**src/hw/rtl/kwt_pkg.sv**
```systemverilog
`timescale 1ns / 1ps
// Shared types and constants of the key watcher table.
// No dependencies; every other file depends on this package.

package kwt_pkg;

    localparam int CAPACITY = 64;
    localparam int IDX_W    = $clog2(CAPACITY);
    localparam int CNT_W    = 7;
    localparam int ACT_W    = 3;
    localparam int ID_W     = 64;
    localparam int QDEPTH   = 2;
    localparam int QPTR_W   = $clog2(QDEPTH);
    localparam int QCNT_W   = $clog2(QDEPTH + 1);

    // raw command codes on the input word
    localparam logic [ACT_W-1:0] ACT_CLEAR     = 3'd0;
    localparam logic [ACT_W-1:0] ACT_ADD       = 3'd1;
    localparam logic [ACT_W-1:0] ACT_REMOVE    = 3'd2;
    localparam logic [ACT_W-1:0] ACT_NOTIFY    = 3'd3;
    localparam logic [ACT_W-1:0] ACT_REM_OWNER = 3'd4;

    typedef enum logic [2:0] {
        OP_CLEAR,
        OP_ADD,
        OP_REMOVE,
        OP_NOTIFY,
        OP_REM_OWNER,
        OP_NOP
    } t_op;

    typedef enum logic [1:0] {
        ST_OK,
        ST_DUP,
        ST_FULL,
        ST_MISSING
    } t_status;

    typedef enum logic [1:0] {
        BK_IDLE,
        BK_SCAN,
        BK_DRAIN,
        BK_DONE
    } t_bk_state;

    typedef struct packed {
        logic [ID_W-1:0] watch_tbl;
        logic [ID_W-1:0] key_digest;
        logic [ID_W-1:0] owner_id;
    } t_entry;

    typedef struct packed {
        t_op    op;
        t_entry ent;
    } t_cmd;

    typedef struct packed {
        logic valid;
        t_cmd cmd;
    } t_qhead;

    typedef struct packed {
        t_status          status;
        logic [CNT_W-1:0] match_count;
        logic [CNT_W-1:0] entry_count;
    } t_rsp;

endpackage

```
**src/hw/rtl/kwt_cmd_if.sv**
```systemverilog
`timescale 1ns / 1ps
// Command channel: valid/ready handshake carrying one command word.
// Depends on kwt_pkg for field widths.

interface kwt_cmd_if;
    logic                       valid;
    logic                       ready;
    logic [kwt_pkg::ACT_W-1:0]  action;
    logic [kwt_pkg::ID_W-1:0]   watch_tbl;
    logic [kwt_pkg::ID_W-1:0]   key_digest;
    logic [kwt_pkg::ID_W-1:0]   owner_id;

    modport source (output valid, output action, output watch_tbl, output key_digest,
                    output owner_id, input ready);
    modport sink   (input valid, input action, input watch_tbl, input key_digest,
                    input owner_id, output ready);
endinterface

```
**src/hw/rtl/kwt_front.sv**
```systemverilog
`timescale 1ns / 1ps
// Front end: accepts command words, decodes the action, queues them.
// Depends on kwt_pkg and kwt_cmd_if.

module kwt_front (
    input  logic            i_clk,
    input  logic            i_rst_n,
    kwt_cmd_if.sink         i_cmd,
    input  logic            i_pop,
    output kwt_pkg::t_qhead o_head
);
    import kwt_pkg::*;

    t_cmd              r_q [QDEPTH];
    logic [QPTR_W-1:0] r_wr_ptr, n_wr_ptr;
    logic [QPTR_W-1:0] r_rd_ptr, n_rd_ptr;
    logic [QCNT_W-1:0] r_count,  n_count;
    logic              push;
    t_cmd              dec;

    assign i_cmd.ready = (r_count != QCNT_W'(QDEPTH));
    assign push        = i_cmd.valid && i_cmd.ready;

    always_comb begin
        dec.ent.watch_tbl  = i_cmd.watch_tbl;
        dec.ent.key_digest = i_cmd.key_digest;
        dec.ent.owner_id   = i_cmd.owner_id;
        case (i_cmd.action)
            ACT_CLEAR:     dec.op = OP_CLEAR;
            ACT_ADD:       dec.op = OP_ADD;
            ACT_REMOVE:    dec.op = OP_REMOVE;
            ACT_NOTIFY:    dec.op = OP_NOTIFY;
            ACT_REM_OWNER: dec.op = OP_REM_OWNER;
            default:       dec.op = OP_NOP;
        endcase
    end

    always_comb begin
        n_wr_ptr = r_wr_ptr;
        n_rd_ptr = r_rd_ptr;
        n_count  = r_count;
        if (push) begin
            n_wr_ptr = (r_wr_ptr == QPTR_W'(QDEPTH - 1)) ? '0 : r_wr_ptr + 1'b1;
        end
        if (i_pop) begin
            n_rd_ptr = (r_rd_ptr == QPTR_W'(QDEPTH - 1)) ? '0 : r_rd_ptr + 1'b1;
        end
        case ({push, i_pop})
            2'b10:   n_count = r_count + 1'b1;
            2'b01:   n_count = r_count - 1'b1;
            default: n_count = r_count;
        endcase
    end

    always_ff @(posedge i_clk) begin
        if (!i_rst_n) begin
            r_wr_ptr <= '0;
            r_rd_ptr <= '0;
            r_count  <= '0;
        end else begin
            r_wr_ptr <= n_wr_ptr;
            r_rd_ptr <= n_rd_ptr;
            r_count  <= n_count;
        end
    end

    always_ff @(posedge i_clk) begin
        if (push) begin
            r_q[r_wr_ptr] <= dec;
        end
    end

    assign o_head.valid = (r_count != '0);
    assign o_head.cmd   = r_q[r_rd_ptr];

endmodule

```
**src/flat_wrapper.sv**
```systemverilog
// flat-port wrapper written by rule: the top's interface ports become plain ports
module kwt_front_flat import kwt_pkg::*;
  (i_clk, i_rst_n, i_pop, o_head, i_cmd_valid, i_cmd_action, i_cmd_watch_tbl, i_cmd_key_digest, i_cmd_owner_id, i_cmd_ready);
  kwt_cmd_if i_cmd_i ();
  input  logic i_clk;
  input  logic i_rst_n;
  input  logic i_pop;
  output kwt_pkg::t_qhead o_head;
  input wire logic [$bits(i_cmd_i.valid)-1:0] i_cmd_valid;
  input wire logic [$bits(i_cmd_i.action)-1:0] i_cmd_action;
  input wire logic [$bits(i_cmd_i.watch_tbl)-1:0] i_cmd_watch_tbl;
  input wire logic [$bits(i_cmd_i.key_digest)-1:0] i_cmd_key_digest;
  input wire logic [$bits(i_cmd_i.owner_id)-1:0] i_cmd_owner_id;
  output wire logic [$bits(i_cmd_i.ready)-1:0] i_cmd_ready;
  assign i_cmd_i.valid = i_cmd_valid;
  assign i_cmd_i.action = i_cmd_action;
  assign i_cmd_i.watch_tbl = i_cmd_watch_tbl;
  assign i_cmd_i.key_digest = i_cmd_key_digest;
  assign i_cmd_i.owner_id = i_cmd_owner_id;
  assign i_cmd_ready = i_cmd_i.ready;
  kwt_front u_core (.i_clk(i_clk), .i_rst_n(i_rst_n), .i_cmd(i_cmd_i), .i_pop(i_pop), .o_head(o_head));
endmodule
```
**config.mk**
```make
export PLATFORM = sky130hd
export DESIGN_NAME = kwt_front_flat
export DESIGN_NICKNAME = d
export VERILOG_FILES = /design/src/hw/rtl/kwt_pkg.sv /design/src/hw/rtl/kwt_cmd_if.sv /design/src/hw/rtl/kwt_front.sv /design/src/flat_wrapper.sv
export SDC_FILE = /design/constraint.sdc
export NUM_CORES = 1
export LEC_CHECK = 0
export BUFFER_PORTS_ARGS = -buffer_cell sky130_fd_sc_hd__clkbuf_2
export CAP_MARGIN = 0
export CORE_MARGIN = 3
export CORE_UTILIZATION = 45
export CTS_CLUSTER_DIAMETER = 200
export DETAILED_ROUTE_END_ITERATION = 10
export GPL_ROUTABILITY_DRIVEN = 0
export GPL_TIMING_DRIVEN = 1
export PLACE_DENSITY = 0.78
export SYNTH_ARGS = -nofsm -noshare
export SYNTH_HDL_FRONTEND = slang
export SYNTH_SLANG_ARGS = --single-unit
```
**constraint.sdc**
```tcl
create_clock -name i_clk -period 8.4 [get_ports i_clk]
set_input_delay 2.1 -clock i_clk [delete_from_list [all_inputs] [get_ports i_clk]]
set_output_delay 2.1 -clock i_clk [all_outputs]
set_load 0.03 [all_outputs]
```
==> results of run 1 <==
Yosys cell counts, drive strengths merged:
library cell and number:
nor2b 1, or2 1, ha 1, a21o 1
edfxtp 390, o21ai 1, xor2 1, nand2 1
buf 22, dfxtp 5, or3 1, a21boi 2
inv 1, clkbuf 1, nand2b 1, xnor2 2
a21bo 1, nand3b 1, and2 3, and3 1
mux2 195
state kept, by name, summed over array words and instances, names as in the netlist, named ones only:
name and flops:
u_core.r_count 2, u_core.r_q 390, u_core.r_wr_ptr 1, u_core.r_rd_ptr 1
layout make-up:
| class | instances | area (sq um) | share of cell area, % |
|---|---|---|---|
| timing repair buffer | 400 | 2027 | 10.93 |
| clock inverter | 16 | 122.6 | 0.6614 |
| tap | 442 | 553.0 | 2.983 |
| clock buffer | 54 | 1105 | 5.959 |
| sequential | 395 | 11820 | 63.73 |
| antenna | 2 | 5.005 | 0.02699 |
| multi-input combinational | 214 | 2902 | 15.65 |
| inverter | 1 | 11.26 | 0.06074 |
cell usage in the layout (no fill, tap or decap), types with 2 or more instances in the layout:
cell type / netlist / layout
mux2_4: 150 / 150
clkinv_2: 0 / 4
mux2_2: 45 / 45
clkbuf_1: 1 / 10
buf_4: 0 / 4
clkinv_1: 0 / 9
bufinv_16: 0 / 2
edfxtp_1: 390 / 390
dfxtp_1: 5 / 4
diode_2: 0 / 2
clkbuf_8: 0 / 3
xnor2_1: 2 / 2
and2_1: 3 / 3
clkbuf_2: 0 / 395
clkbuf_16: 0 / 41
worst max-delay path: cells and delay by family (launching register included):
kind | cells | cell delay [ps]
flip-flops | 1 | 710
multiplexers | 1 | 430
buffers and inverters | 2 | 1100
per-stage QoR:
stage          area [sq um]  hold WS [ps]  cells
6_report              18540         535.8   1524
5_1_grt               18540         567.2   1524
4_1_cts               18540         525.9   1522
3_5_place_dp          17310         498.7   1452
3_3_place_gp          17310         477.2   1452
2_1_floorplan         14940         465.5    633
logic make-up after synthesis:
logic type / count (synthesis)
compound gates: 5
xor+xnor: 3
fa+ha+maj: 1
buf+inv: 24
flops: 395
mux: 195
simple gates: 10
power breakdown:
group	total (mW)	leakage (nW)	internal, mW	switching, mW
clock	1.65	0.601	0.979	0.672
combinational	0.856	3.03	0.313	0.543
sequential	2.43	3.69	2.38	0.0495
total	4.93	7.31	3.67	1.26
how the worst min path moves through the flow:
stage	start	endpoint	slack [ps]	cells after the start
finish	u_core.r_count[1]$_SDFFE_PN0P_	u_core.r_count[1]$_SDFFE_PN0P_	540	2
global route	u_core.r_count[1]$_SDFFE_PN0P_	u_core.r_count[1]$_SDFFE_PN0P_	570	2
CTS	u_core.r_count[1]$_SDFFE_PN0P_	u_core.r_count[1]$_SDFFE_PN0P_	530	2
detailed placement	u_core.r_count[1]$_SDFFE_PN0P_	u_core.r_count[1]$_SDFFE_PN0P_	500	2
global placement	u_core.r_count[1]$_SDFFE_PN0P_	u_core.r_count[1]$_SDFFE_PN0P_	480	2
floorplan	u_core.r_count[1]$_SDFFE_PN0P_	u_core.r_count[1]$_SDFFE_PN0P_	470	2
layer usage:
metal	vias to the layer above	share of wire, %	global-route usage [%]
met5	-	0.16	0
met4	6	2.5	5.166
met3	53	10	5.879
met2	314	50	27.51
met1	3592	37	18.28
li1	3369	-	-
==> impl_results.md, run 1 <==
- Outcome: finished, final reports clean
- Placement Setup Slack: just under 4000 ps
- Setup TNS: 0 ps
- R2r startpoint: u_core.r_count[0]$_SDFFE_PN0P_
- Max IR drop VDD: 0.3014 mV
- First drt pass iteration count: 6
- LEAKAGE: around 7.3 nW
- Slew Limit Fails: 0
- DRC Markers: 0
- CTS tree: built
- CP max FO: 60
- Vias/cell: around 4.8
- Post-synthesis cell count: 633
- Final wirelength: between 20 and 30 mm
- Pwr Total: slightly below 5 mW
- Fin crit share: about three fifths
- WS Path Type: register to output port
- Resize count post-CTS: 0
- Yosys cell types: 24
- Vias: 7334
- Synth top area share: 78.40%
- Synth Area in Compound Gates: less than 1%
- Initial drt markers: 468
- Largest family of logic cells by synthesized area: multiplexers
- Hpwl dp: 19.79 mm
- NumNets Final: 1252
- Post-Synth XOR/XNOR Area: less than 1%
- Mux share of post-synthesis cell area: 18.47%
- RSZ-0062 raised after global routing: false
- Critical Path Start Type: register
- Max_slew headroom: between 20% and 30%
- Adder-cell share of the synthesized area: 0.08376%
- Critical path arrival: roughly 2800 ps
- Total global-route track usage: between 15 and 20%
- Initial Util: between 40% and 50%
- CTS H-tree lvls: 2
- PD cells: between 200 and 300 nW/um^2
- Share of cells above drive strength 1: 60.28%
- Vias in the first global route: 7642
- Worst Path Required: 6300 ps
- Crit-path slowest cell: buf_4
- Clock latency at the later pin of the worst-skew pair: roughly 500 ps
- Largest cells by area after synthesis: edfxtp_1, mux2_4, mux2_2
- Final WS setup: 3474 ps
- Crit path to: o_head[174]
- Die Span Y: 188.2 um
- Post-synth top area cell: edfxtp_1
- Routed len/inst: about 19 um
- CTS Root Cell: clkbuf_16
- Largest stage delay on the critical path: a little over 900 ps
- Number of port buffers: roughly 400
- Setup Viol. Count Final: 0
- Hold Fails Final Rpt: 0
- Net Count, Synth: about 830
- Final cell utilization of the core: between 50 and 60%
- Inserted Clock Buffers: 40
- Total number of yosys warnings: 0
- Maximum capacitance violations: 0
- Io pins: ~400
- Worst hold path type: register to register
- Crit path time final: just under 5000 ps
- Core footprint: around 33000 sq um
- Crit-path cells: buf_4 -> mux2_2 -> clkbuf_2
- Post-synthesis simple-gate area fraction: less than 1%
- R2R Setup Slk: between 5000 and 6000 ps
- Seq/Total Area, Yosys: 79.07%
- Post-route antenna net violation count: 0
- Largest net degree at the start of global routing: roughly 130
- R2R depth: 4
- First-pass GRT wire length: between 40 and 50 mm
- Row cnt: 66
- Clk sinks: 395
- Mapped Area: 14940 sq um
- Fmax: 203.0 MHz
- Setup Fix Bufs, Post-CTS: 0
- Clock transition at the registers of the reported paths: 60 ps
- Endpoint class of the critical path: output port
- Total grt overflow: 0
- CTS max path bufs: 3
- Filler cells: between 2000 and 2500
- Hold-fix buffers, CTS: 0
- Syn avg cell area: around 24 sq um
- Die footprint: roughly 35000 sq um
- Antenna violations before repair: 5
- Slew of the pin with the lowest slew margin: 1105 ps
- R2r endpoint: u_core.r_q[0][42]$_DFFE_PP_
- Yosys reg bits: approximately 400
- Area Overhead vs Synth: 24.11%
- Worst Clk Skew: around 11 ps
- Die X: roughly 190 um
No activity file was read; power rests on OpenSTA's default activity.
==> inputs of run 2 (changes only) <==
==> constraint.sdc (replaced) <==
create_clock -name i_clk -period 4.9 [get_ports i_clk]
set_input_delay 1.225 -clock i_clk [delete_from_list [all_inputs] [get_ports i_clk]]
set_output_delay 1.225 -clock i_clk [all_outputs]
set_load 0.03 [all_outputs]
==> impl_results.md, run 2 (synthesis gave the netlist of run 1 again) <==
- Worst Clk Skew: 16.82 ps (was 10.73 ps)
- CTS H-tree lvls: 2 (unchanged)
- Hold-fix buffers, CTS: 0 (unchanged)
- Filler cells: 2441 (was 2455)
- Io pins: 396 (unchanged)
- Max_slew headroom: 49.53% (was 26.32%)
- Inserted Clock Buffers: 42 (was 40)
- Total grt overflow: 0 (unchanged)
- Resize count post-CTS: 0 (unchanged)
- Antenna violations before repair: 2 (was 5)
- Crit path time final: approximately 3400 ps
- Post-route antenna net violation count: 0 (unchanged)
- Internal Power: 6.386 mW (was 3.668 mW)
- Clock latency at the later pin of the worst-skew pair: 510 ps (about the same)
- Setup TNS: 0 ps (unchanged)
- Clock transition at the registers of the reported paths: 60 ps (about the same)
- Most frequent cells in the layout: clkbuf_2, edfxtp_1, mux2_4 (unchanged)
- Flop pwr share: 48.3% (was 49.2%)
- CTS Root Cell: clkbuf_16 (unchanged)
- DRC Markers: 0 (unchanged)
- Die footprint: 35420 sq um (unchanged)
- Die Span Y: 188.2 um (unchanged)
- Max IR drop VDD: 0.3737 mV (was 0.3014 mV)
- Worst Path Required: 3670 ps (was 6300 ps)
- CP delay by family, top: buffers and inverters (unchanged)
- Critical Path Start Type: register (unchanged)
- Hpwl dp: 19.50 mm (was 19.79 mm)
- First-pass GRT wire length: 44.30 mm (was 43.51 mm)
- Switching power: 2.211 mW (was 1.265 mW)
- R2r endpoint: u_core.r_q[1][65]$_DFFE_PP_ (was u_core.r_q[0][42]$_DFFE_PP_)
- RSZ-0062 raised after global routing: false (unchanged)
- Most common cell after layout, fill and taps aside: clkbuf_2 (unchanged)
- Fmax: around 290 MHz
- Clk sinks: 395 (unchanged)
- Initial Util: 45.80% (unchanged)
- Slew of the pin with the lowest slew margin: 757.0 ps (was 1105 ps)
- Die X: 188.2 um (unchanged)
- Top Registers: u_core.r_q: 390 flops, u_core.r_count: 2 flops (unchanged)
- Crit-path cells: buf_4 -> mux2_2 -> clkbuf_2 (unchanged)
- CP max FO: 43 (was 60)
- Max reg flops: 390 (unchanged)
- Row cnt: 66 (unchanged)
- Switching part of the total: 25.71% (was 25.64%)
- Worst hold path type: register to register (unchanged)
- Clock group share of total power: 34.4% (was 33.5%)
- WS Path Type: register to output port (unchanged)
- CTS max path bufs: 3 (unchanged)
- Vias: 7418 (was 7334)
- Vias/cell: 4.845 (was 4.812)
- LEAKAGE: 7.372 nW (was 7.315 nW)
- NumNets Final: 1256 (was 1252)
- Hold Crit Depth: 2 (unchanged)
- Hold Path End: u_core.r_count[1]$_SDFFE_PN0P_ (unchanged)
- First drt pass iteration count: 4 (was 6)
- Setup Fix Bufs, Post-CTS: 0 (unchanged)
- R2R depth: 3 (was 4)
- Crit-path slowest cell: buf_4 (unchanged)
- Startpoint of the worst hold path: u_core.r_count[1]$_SDFFE_PN0P_ (unchanged)
- Share of cells above drive strength 1: 60.66% (was 60.28%)
- Routed len/inst: 19.06 um (was 19.23 um)
- Number of port buffers: 395 (unchanged)
- Final wirelength: 29.18 mm (was 29.31 mm)
- DP Cell Count: 1454 (was 1452)
- Maximum capacitance violations: 0 (unchanged)
- Largest stage delay on the critical path: 590 ps (was 920 ps)
- Final WS setup: 1456 ps (was 3474 ps)
- Initial drt markers: 392 (was 468)
- Largest net degree at the start of global routing: 115 (was 126)
- R2r startpoint: u_core.r_count[0]$_SDFFE_PN0P_ (unchanged)
- Total global-route track usage: 15.98% (was 15.85%)
- Outcome: finished, final reports clean (unchanged)
- Setup Viol. Count Final: 0 (unchanged)
- Largest Register: u_core.r_q (unchanged)
- Critical path arrival: 2220 ps (was 2830 ps)
- Post-route insts no fill: 1531 (was 1524)
- Slew Limit Fails: 0 (unchanged)
- Comb power frac: 17.3% (was 17.4%)
- Vias in the first global route: 7914 (was 7642)
- PD cells: 459.9 nW/um^2 (was 266.0 nW/um^2)
- Hold Fails Final Rpt: 0 (unchanged)
- Crit path buffers/inverters: 2 (unchanged)
- Core footprint: 32620 sq um (unchanged)
- Fin crit share: between 70% and 80%
- Endpoint class of the critical path: output port (unchanged)
- R2R Setup Slk: 2650 ps (was 5460 ps)
- Placement Setup Slack: 1922 ps (was 3878 ps)
- Area Overhead vs Synth: 25.12% (was 24.11%)
- CTS tree: built (unchanged)
-- run 2: stage by stage --
stage / util [%] / power (mW) / instance area [sq um] / hold WS, ps
after floorplan: - / 5.305 / 14940 / 465.5
after global placement: 53.29 / 5.690 / 17380 / 478.9
after detailed placement: 53.29 / 5.726 / 17380 / 507.9
final: 57.30 / 8.596 / 18690 / 524.9
after global routing: 57.29 / 8.936 / 18690 / 576.8
after CTS: 57.29 / 8.711 / 18690 / 515.4
-- run 2: worst min-delay path: cells and delay by family, from the launching register on --
kind	cells	cell delay, ps
compound gates	2	140
flops	1	330
-- run 2: cell type report --
type	instances	area [sq um]	area share, %
Clock inverter	23	192.7	1.031
Timing Repair Buffer	402	2105	11.26
Sequential cell	395	11820	63.21
Inverter	1	7.507	0.04017
Tap cell	442	553.0	2.959
Antenna cell	1	2.502	0.01339
Multi-Input combinational cell	214	2902	15.52
Clock buffer	53	1114	5.958
-- run 2: worst max-delay path by stage --
stage	to	slack, ps	cells after the start
after CTS	o_head[184]	1420	3
after detailed placement	u_core.r_q[1][82]$_DFFE_PP_	1920	3
after floorplan	u_core.r_q[0][0]$_DFFE_PP_	240	2
final	o_head[184]	1460	3
after global routing	o_head[184]	1360	3
after global placement	u_core.r_q[1][63]$_DFFE_PP_	1960	3
-- run 2: layer usage --
metal,vias to the layer above,global-route usage (%),routed length [um]
li1,3394,-,-
met1,3628,19.36,11140
met2,335,27.32,14470
met3,57,5.042,2686
met4,4,5.310,853
met5,-,0,34
-- run 2: power by group through the flow --
stage | Sequential [mW] | Clock (mW) | Combinational (mW)
3_5_place_dp | 4.22 | 0 | 1.51
3_3_place_gp | 4.20 | 0 | 1.49
2_1_floorplan | 4.22 | 0 | 1.08
4_1_cts | 4.15 | 3.05 | 1.51
6_report | 4.15 | 2.96 | 1.49
5_1_grt | 4.17 | 3.19 | 1.57
==> inputs of run 3 (changes only) <==
--- a/config.mk
+++ b/config.mk
@@ -5,6 +5,7 @@
 export SDC_FILE = /design/constraint.sdc
 export NUM_CORES = 1
 export LEC_CHECK = 0
+export ABC_AREA = 1
 export BUFFER_PORTS_ARGS = -buffer_cell sky130_fd_sc_hd__clkbuf_2
 export CAP_MARGIN = 0
 export CORE_MARGIN = 3
@@ -13,7 +14,7 @@
 export DETAILED_ROUTE_END_ITERATION = 10
 export GPL_ROUTABILITY_DRIVEN = 0
 export GPL_TIMING_DRIVEN = 1
-export PLACE_DENSITY = 0.78
+export PLACE_DENSITY = 0.81
 export SYNTH_ARGS = -nofsm -noshare
 export SYNTH_HDL_FRONTEND = slang
 export SYNTH_SLANG_ARGS = --single-unit
==> constraint.sdc (replaced) <==
create_clock -name i_clk -period 3.1 [get_ports i_clk]
set_input_delay 0.775 -clock i_clk [delete_from_list [all_inputs] [get_ports i_clk]]
set_output_delay 0.775 -clock i_clk [all_outputs]
set_load 0.03 [all_outputs]
==> impl_results.md, run 3 <==
- Initial drt markers: 387 (was 392)
- Resize count post-CTS: 0 (unchanged)
- Max reg flops: 390 (unchanged)
- CTS tree: built (unchanged)
- Largest Register: u_core.r_q (unchanged)
- Post-synth top area cell: edfxtp_1 (unchanged)
- Count leader, synth: edfxtp_1 (unchanged)
- Crit-path cells: buf_12 -> buf_4 -> mux2_2 -> clkbuf_2 (was buf_4 -> mux2_2 -> clkbuf_2)
- Vias/cell: 4.835 (was 4.845)
- Die Span Y: 188.2 um (about the same)
- Largest net degree at the start of global routing: 102 (was 115)
- Core footprint: 32620 sq um (unchanged)
- Vias: 7485 (was 7418)
- Slew Limit Fails: 0 (unchanged)
- Yosys cell types: 16 (was 24)
- Ys async rst share: 0% (unchanged)
- Seq/Total Area, Yosys: 79.08% (was 79.07%)
- Post-route antenna net violation count: 0 (unchanged)
- Hpwl dp: 20.29 mm (was 19.50 mm)
- Final cell utilization of the core: 57.33% (was 57.30%)
- Max_slew headroom: 54.04% (was 49.53%)
- Vias in the first global route: 7884 (was 7914)
- Outcome: finished, final reports clean (unchanged)
- Switching power: 3.168 mW (was 2.211 mW)
- Yosys reg bits: 395 (unchanged)
- Critical Path Start Type: register (unchanged)
- Post-route insts no fill: 1548 (was 1531)
- Setup Fix Bufs, Post-CTS: 0 (unchanged)
- Top Registers: u_core.r_q: 390 flops, u_core.r_count: 2 flops (unchanged)
- Antenna violations before repair: 3 (was 2)
- Clock latency at the later pin of the worst-skew pair: 510 ps (about the same)
- Worst Clk Skew: 7.958 ps (was 16.82 ps)
- Filler cells: 2454 (was 2441)
- Number of port buffers: 395 (unchanged)
- First drt pass iteration count: 4 (unchanged)
- Worst hold path type: input pin to register (was register to register)
- Critical path arrival: 2160 ps (was 2220 ps)
- Crit path buffers/inverters: 3 (was 2)
- Most frequent cells in the layout: clkbuf_2, edfxtp_1, mux2_4 (unchanged)
- CP max FO: 30 (was 43)
- CTS H-tree lvls: 2 (unchanged)
- Synth top area share: 78.41% (was 78.40%)
- Synth cell count leaders: edfxtp_1, mux2_4, mux2_2, buf_6, nor2_1 (was edfxtp_1, mux2_4, mux2_2, buf_6, dfxtp_1)
- Top_reg_cell synth: edfxtp_1 (unchanged)
- Hold-fix buffers, CTS: 0 (unchanged)
- Syn avg cell area: 23.16 sq um (was 23.60 sq um)
- WHS: 453.1 ps (was 524.9 ps)
- Crit-path slowest cell: dfxtp_4 (was buf_4)
- PD cells: 682.1 nW/um^2 (was 459.9 nW/um^2)
- CTS Root Cell: clkbuf_16 (unchanged)
- Maximum capacitance violations: 0 (unchanged)
- CP delay by family, top: buffers and inverters (unchanged)
- Switching part of the total: 24.83% (was 25.71%)
- Inserted Clock Buffers: 40 (was 42)
- DRC Markers: 0 (unchanged)
- Fmax: 340.9 MHz
- Multi-input gate area: 2914 sq um (was 2902 sq um)
- Post-synthesis cell count: 645 (was 633)
- Setup Viol. Count Final: 0 (unchanged)
- Io pins: 396 (unchanged)
- Die footprint: 35420 sq um (about the same)
- Fin crit share: between 90% and 100%
- Routed len/inst: 19.26 um (was 19.06 um)
- Row cnt: 66 (unchanged)
- Crit path time final: ~2900 ps
- Total number of yosys warnings: 0 (unchanged)
- WS Path Type: register to output port (unchanged)
- EDFF count, synth: 390 (unchanged)
- Placement Setup Slack: 701.5 ps (was 1922 ps)
- Final wirelength: 29.81 mm (was 29.18 mm)
- First-pass GRT wire length: 44.38 mm (was 44.30 mm)
- Pwr Total: 12.76 mW (was 8.596 mW)
- Clk sinks: 395 (unchanged)
- Total grt overflow: 0 (unchanged)
- Internal Power: 9.589 mW (was 6.386 mW)
- Most common cell after layout, fill and taps aside: clkbuf_2 (unchanged)
- CTS max path bufs: 3 (unchanged)
- Total global-route track usage: 16.14% (was 15.98%)
- Largest stage delay on the critical path: 490 ps (was 590 ps)
- Initial Util: 45.79% (was 45.80%)
- Max IR drop VDD: 0.4933 mV (was 0.3737 mV)
- Net Count, Synth: 845 (was 833)
- Sequential cell area: 11820 sq um (unchanged)
- Final WS setup: 166.8 ps (was 1456 ps)
- LEAKAGE: 7.419 nW (was 7.372 nW)
- Clock transition at the registers of the reported paths: 60 ps (about the same)
- Clock group share of total power: 34.1% (was 34.4%)
- RSZ-0062 raised after global routing: false (unchanged)
- Mapped Area: 14940 sq um (about the same)
- Die X: 188.2 um (about the same)
- Largest cells by area after synthesis: edfxtp_1, mux2_4, mux2_2 (unchanged)
- Worst Path Required: 2320 ps (was 3670 ps)
- Flop pwr share: 50.6% (was 48.3%)
- NumNets Final: 1275 (was 1256)
- Slew of the pin with the lowest slew margin: 689.4 ps (was 757.0 ps)
- Hold Fails Final Rpt: 0 (unchanged)
- Share of cells above drive strength 1: 60.02% (was 60.66%)
- Area Overhead vs Synth: 25.21% (was 25.12%)
- DP Cell Count: 1475 (was 1454)
- Comb power frac: 15.3% (was 17.3%)
- Endpoint class of the critical path: output port (unchanged)
-- run 3: through the flow --
stage	TNS (ps)	area, sq um
2_1_floorplan	-412070	14970
3_3_place_gp	0	17510
3_5_place_dp	0	17510
4_1_cts	0	18690
5_1_grt	0	18700
6_report	0	18700
-- run 3: final timing paths --
| check | endpoint | slack, ps | cells past startpoint | startpoint |
|---|---|---|---|---|
| max reg2reg | u_core.r_q[1][34]$_DFFE_PP_ | 1290 | 5 | u_core.r_count[0]$_SDFFE_PN0P_ |
| min reg2reg | u_core.r_rd_ptr$_SDFFE_PN0P_ | 500 | 2 | u_core.r_rd_ptr$_SDFFE_PN0P_ |
| min | u_core.r_q[0][190]$_DFFE_PP_ | 450 | 1 | i_cmd_watch_tbl[62] |
| max | o_head[170] | 170 | 4 | register |
-- run 3: cell families after synthesis --
| group | count (synthesis) | share of synthesized area (%) |
|---|---|---|
| AOI/OAI and AO/OA | 3 | 0.1172 |
| buffers and inverters | 28 | 1.642 |
| muxes | 195 | 18.47 |
| DFF | 395 | 79.08 |
| and+or+nand+nor | 23 | 0.6116 |
| adders and majority gates | 1 | 0.08375 |
-- run 3: worst reg2reg max path, delay by kind of cell (launching register included) --
kind          cells  cell delay [ps]
simple gates      3              400
flops             1              380
buf+inv           2              520
-- run 3: power groups by stage --
stage | registers [mW] | clock network (mW) | logic [mW]
global placement | 6.54 | 0 | 1.94
floorplan | 6.56 | 0 | 1.38
detailed placement | 6.56 | 0 | 1.97
CTS | 6.45 | 4.48 | 1.98
global route | 6.48 | 4.68 | 2.06
finish | 6.45 | 4.35 | 1.96
-- run 3: metal layers --
metal | vias up | wire, um | track usage, % | share of wire (%)
met5 | - | 0 | 0 | 0
met2 | 323 | 15280 | 28.29 | 51
met4 | 0 | 857 | 6.061 | 2.9
met3 | 60 | 2514 | 5.321 | 8.4
met1 | 3688 | 11160 | 18.45 | 37
li1 | 3414 | - | - | -
-- run 3: final cells by class --
cell class	instances	share of cell area, %
Antenna cell	3	0.04014
Clock buffer	51	5.740
Clock inverter	19	0.5887
Inverter	5	0.1004
Multi-Input combinational cell	222	15.58
Sequential cell	395	63.18
Tap cell	442	2.957
Timing Repair Buffer	411	11.82
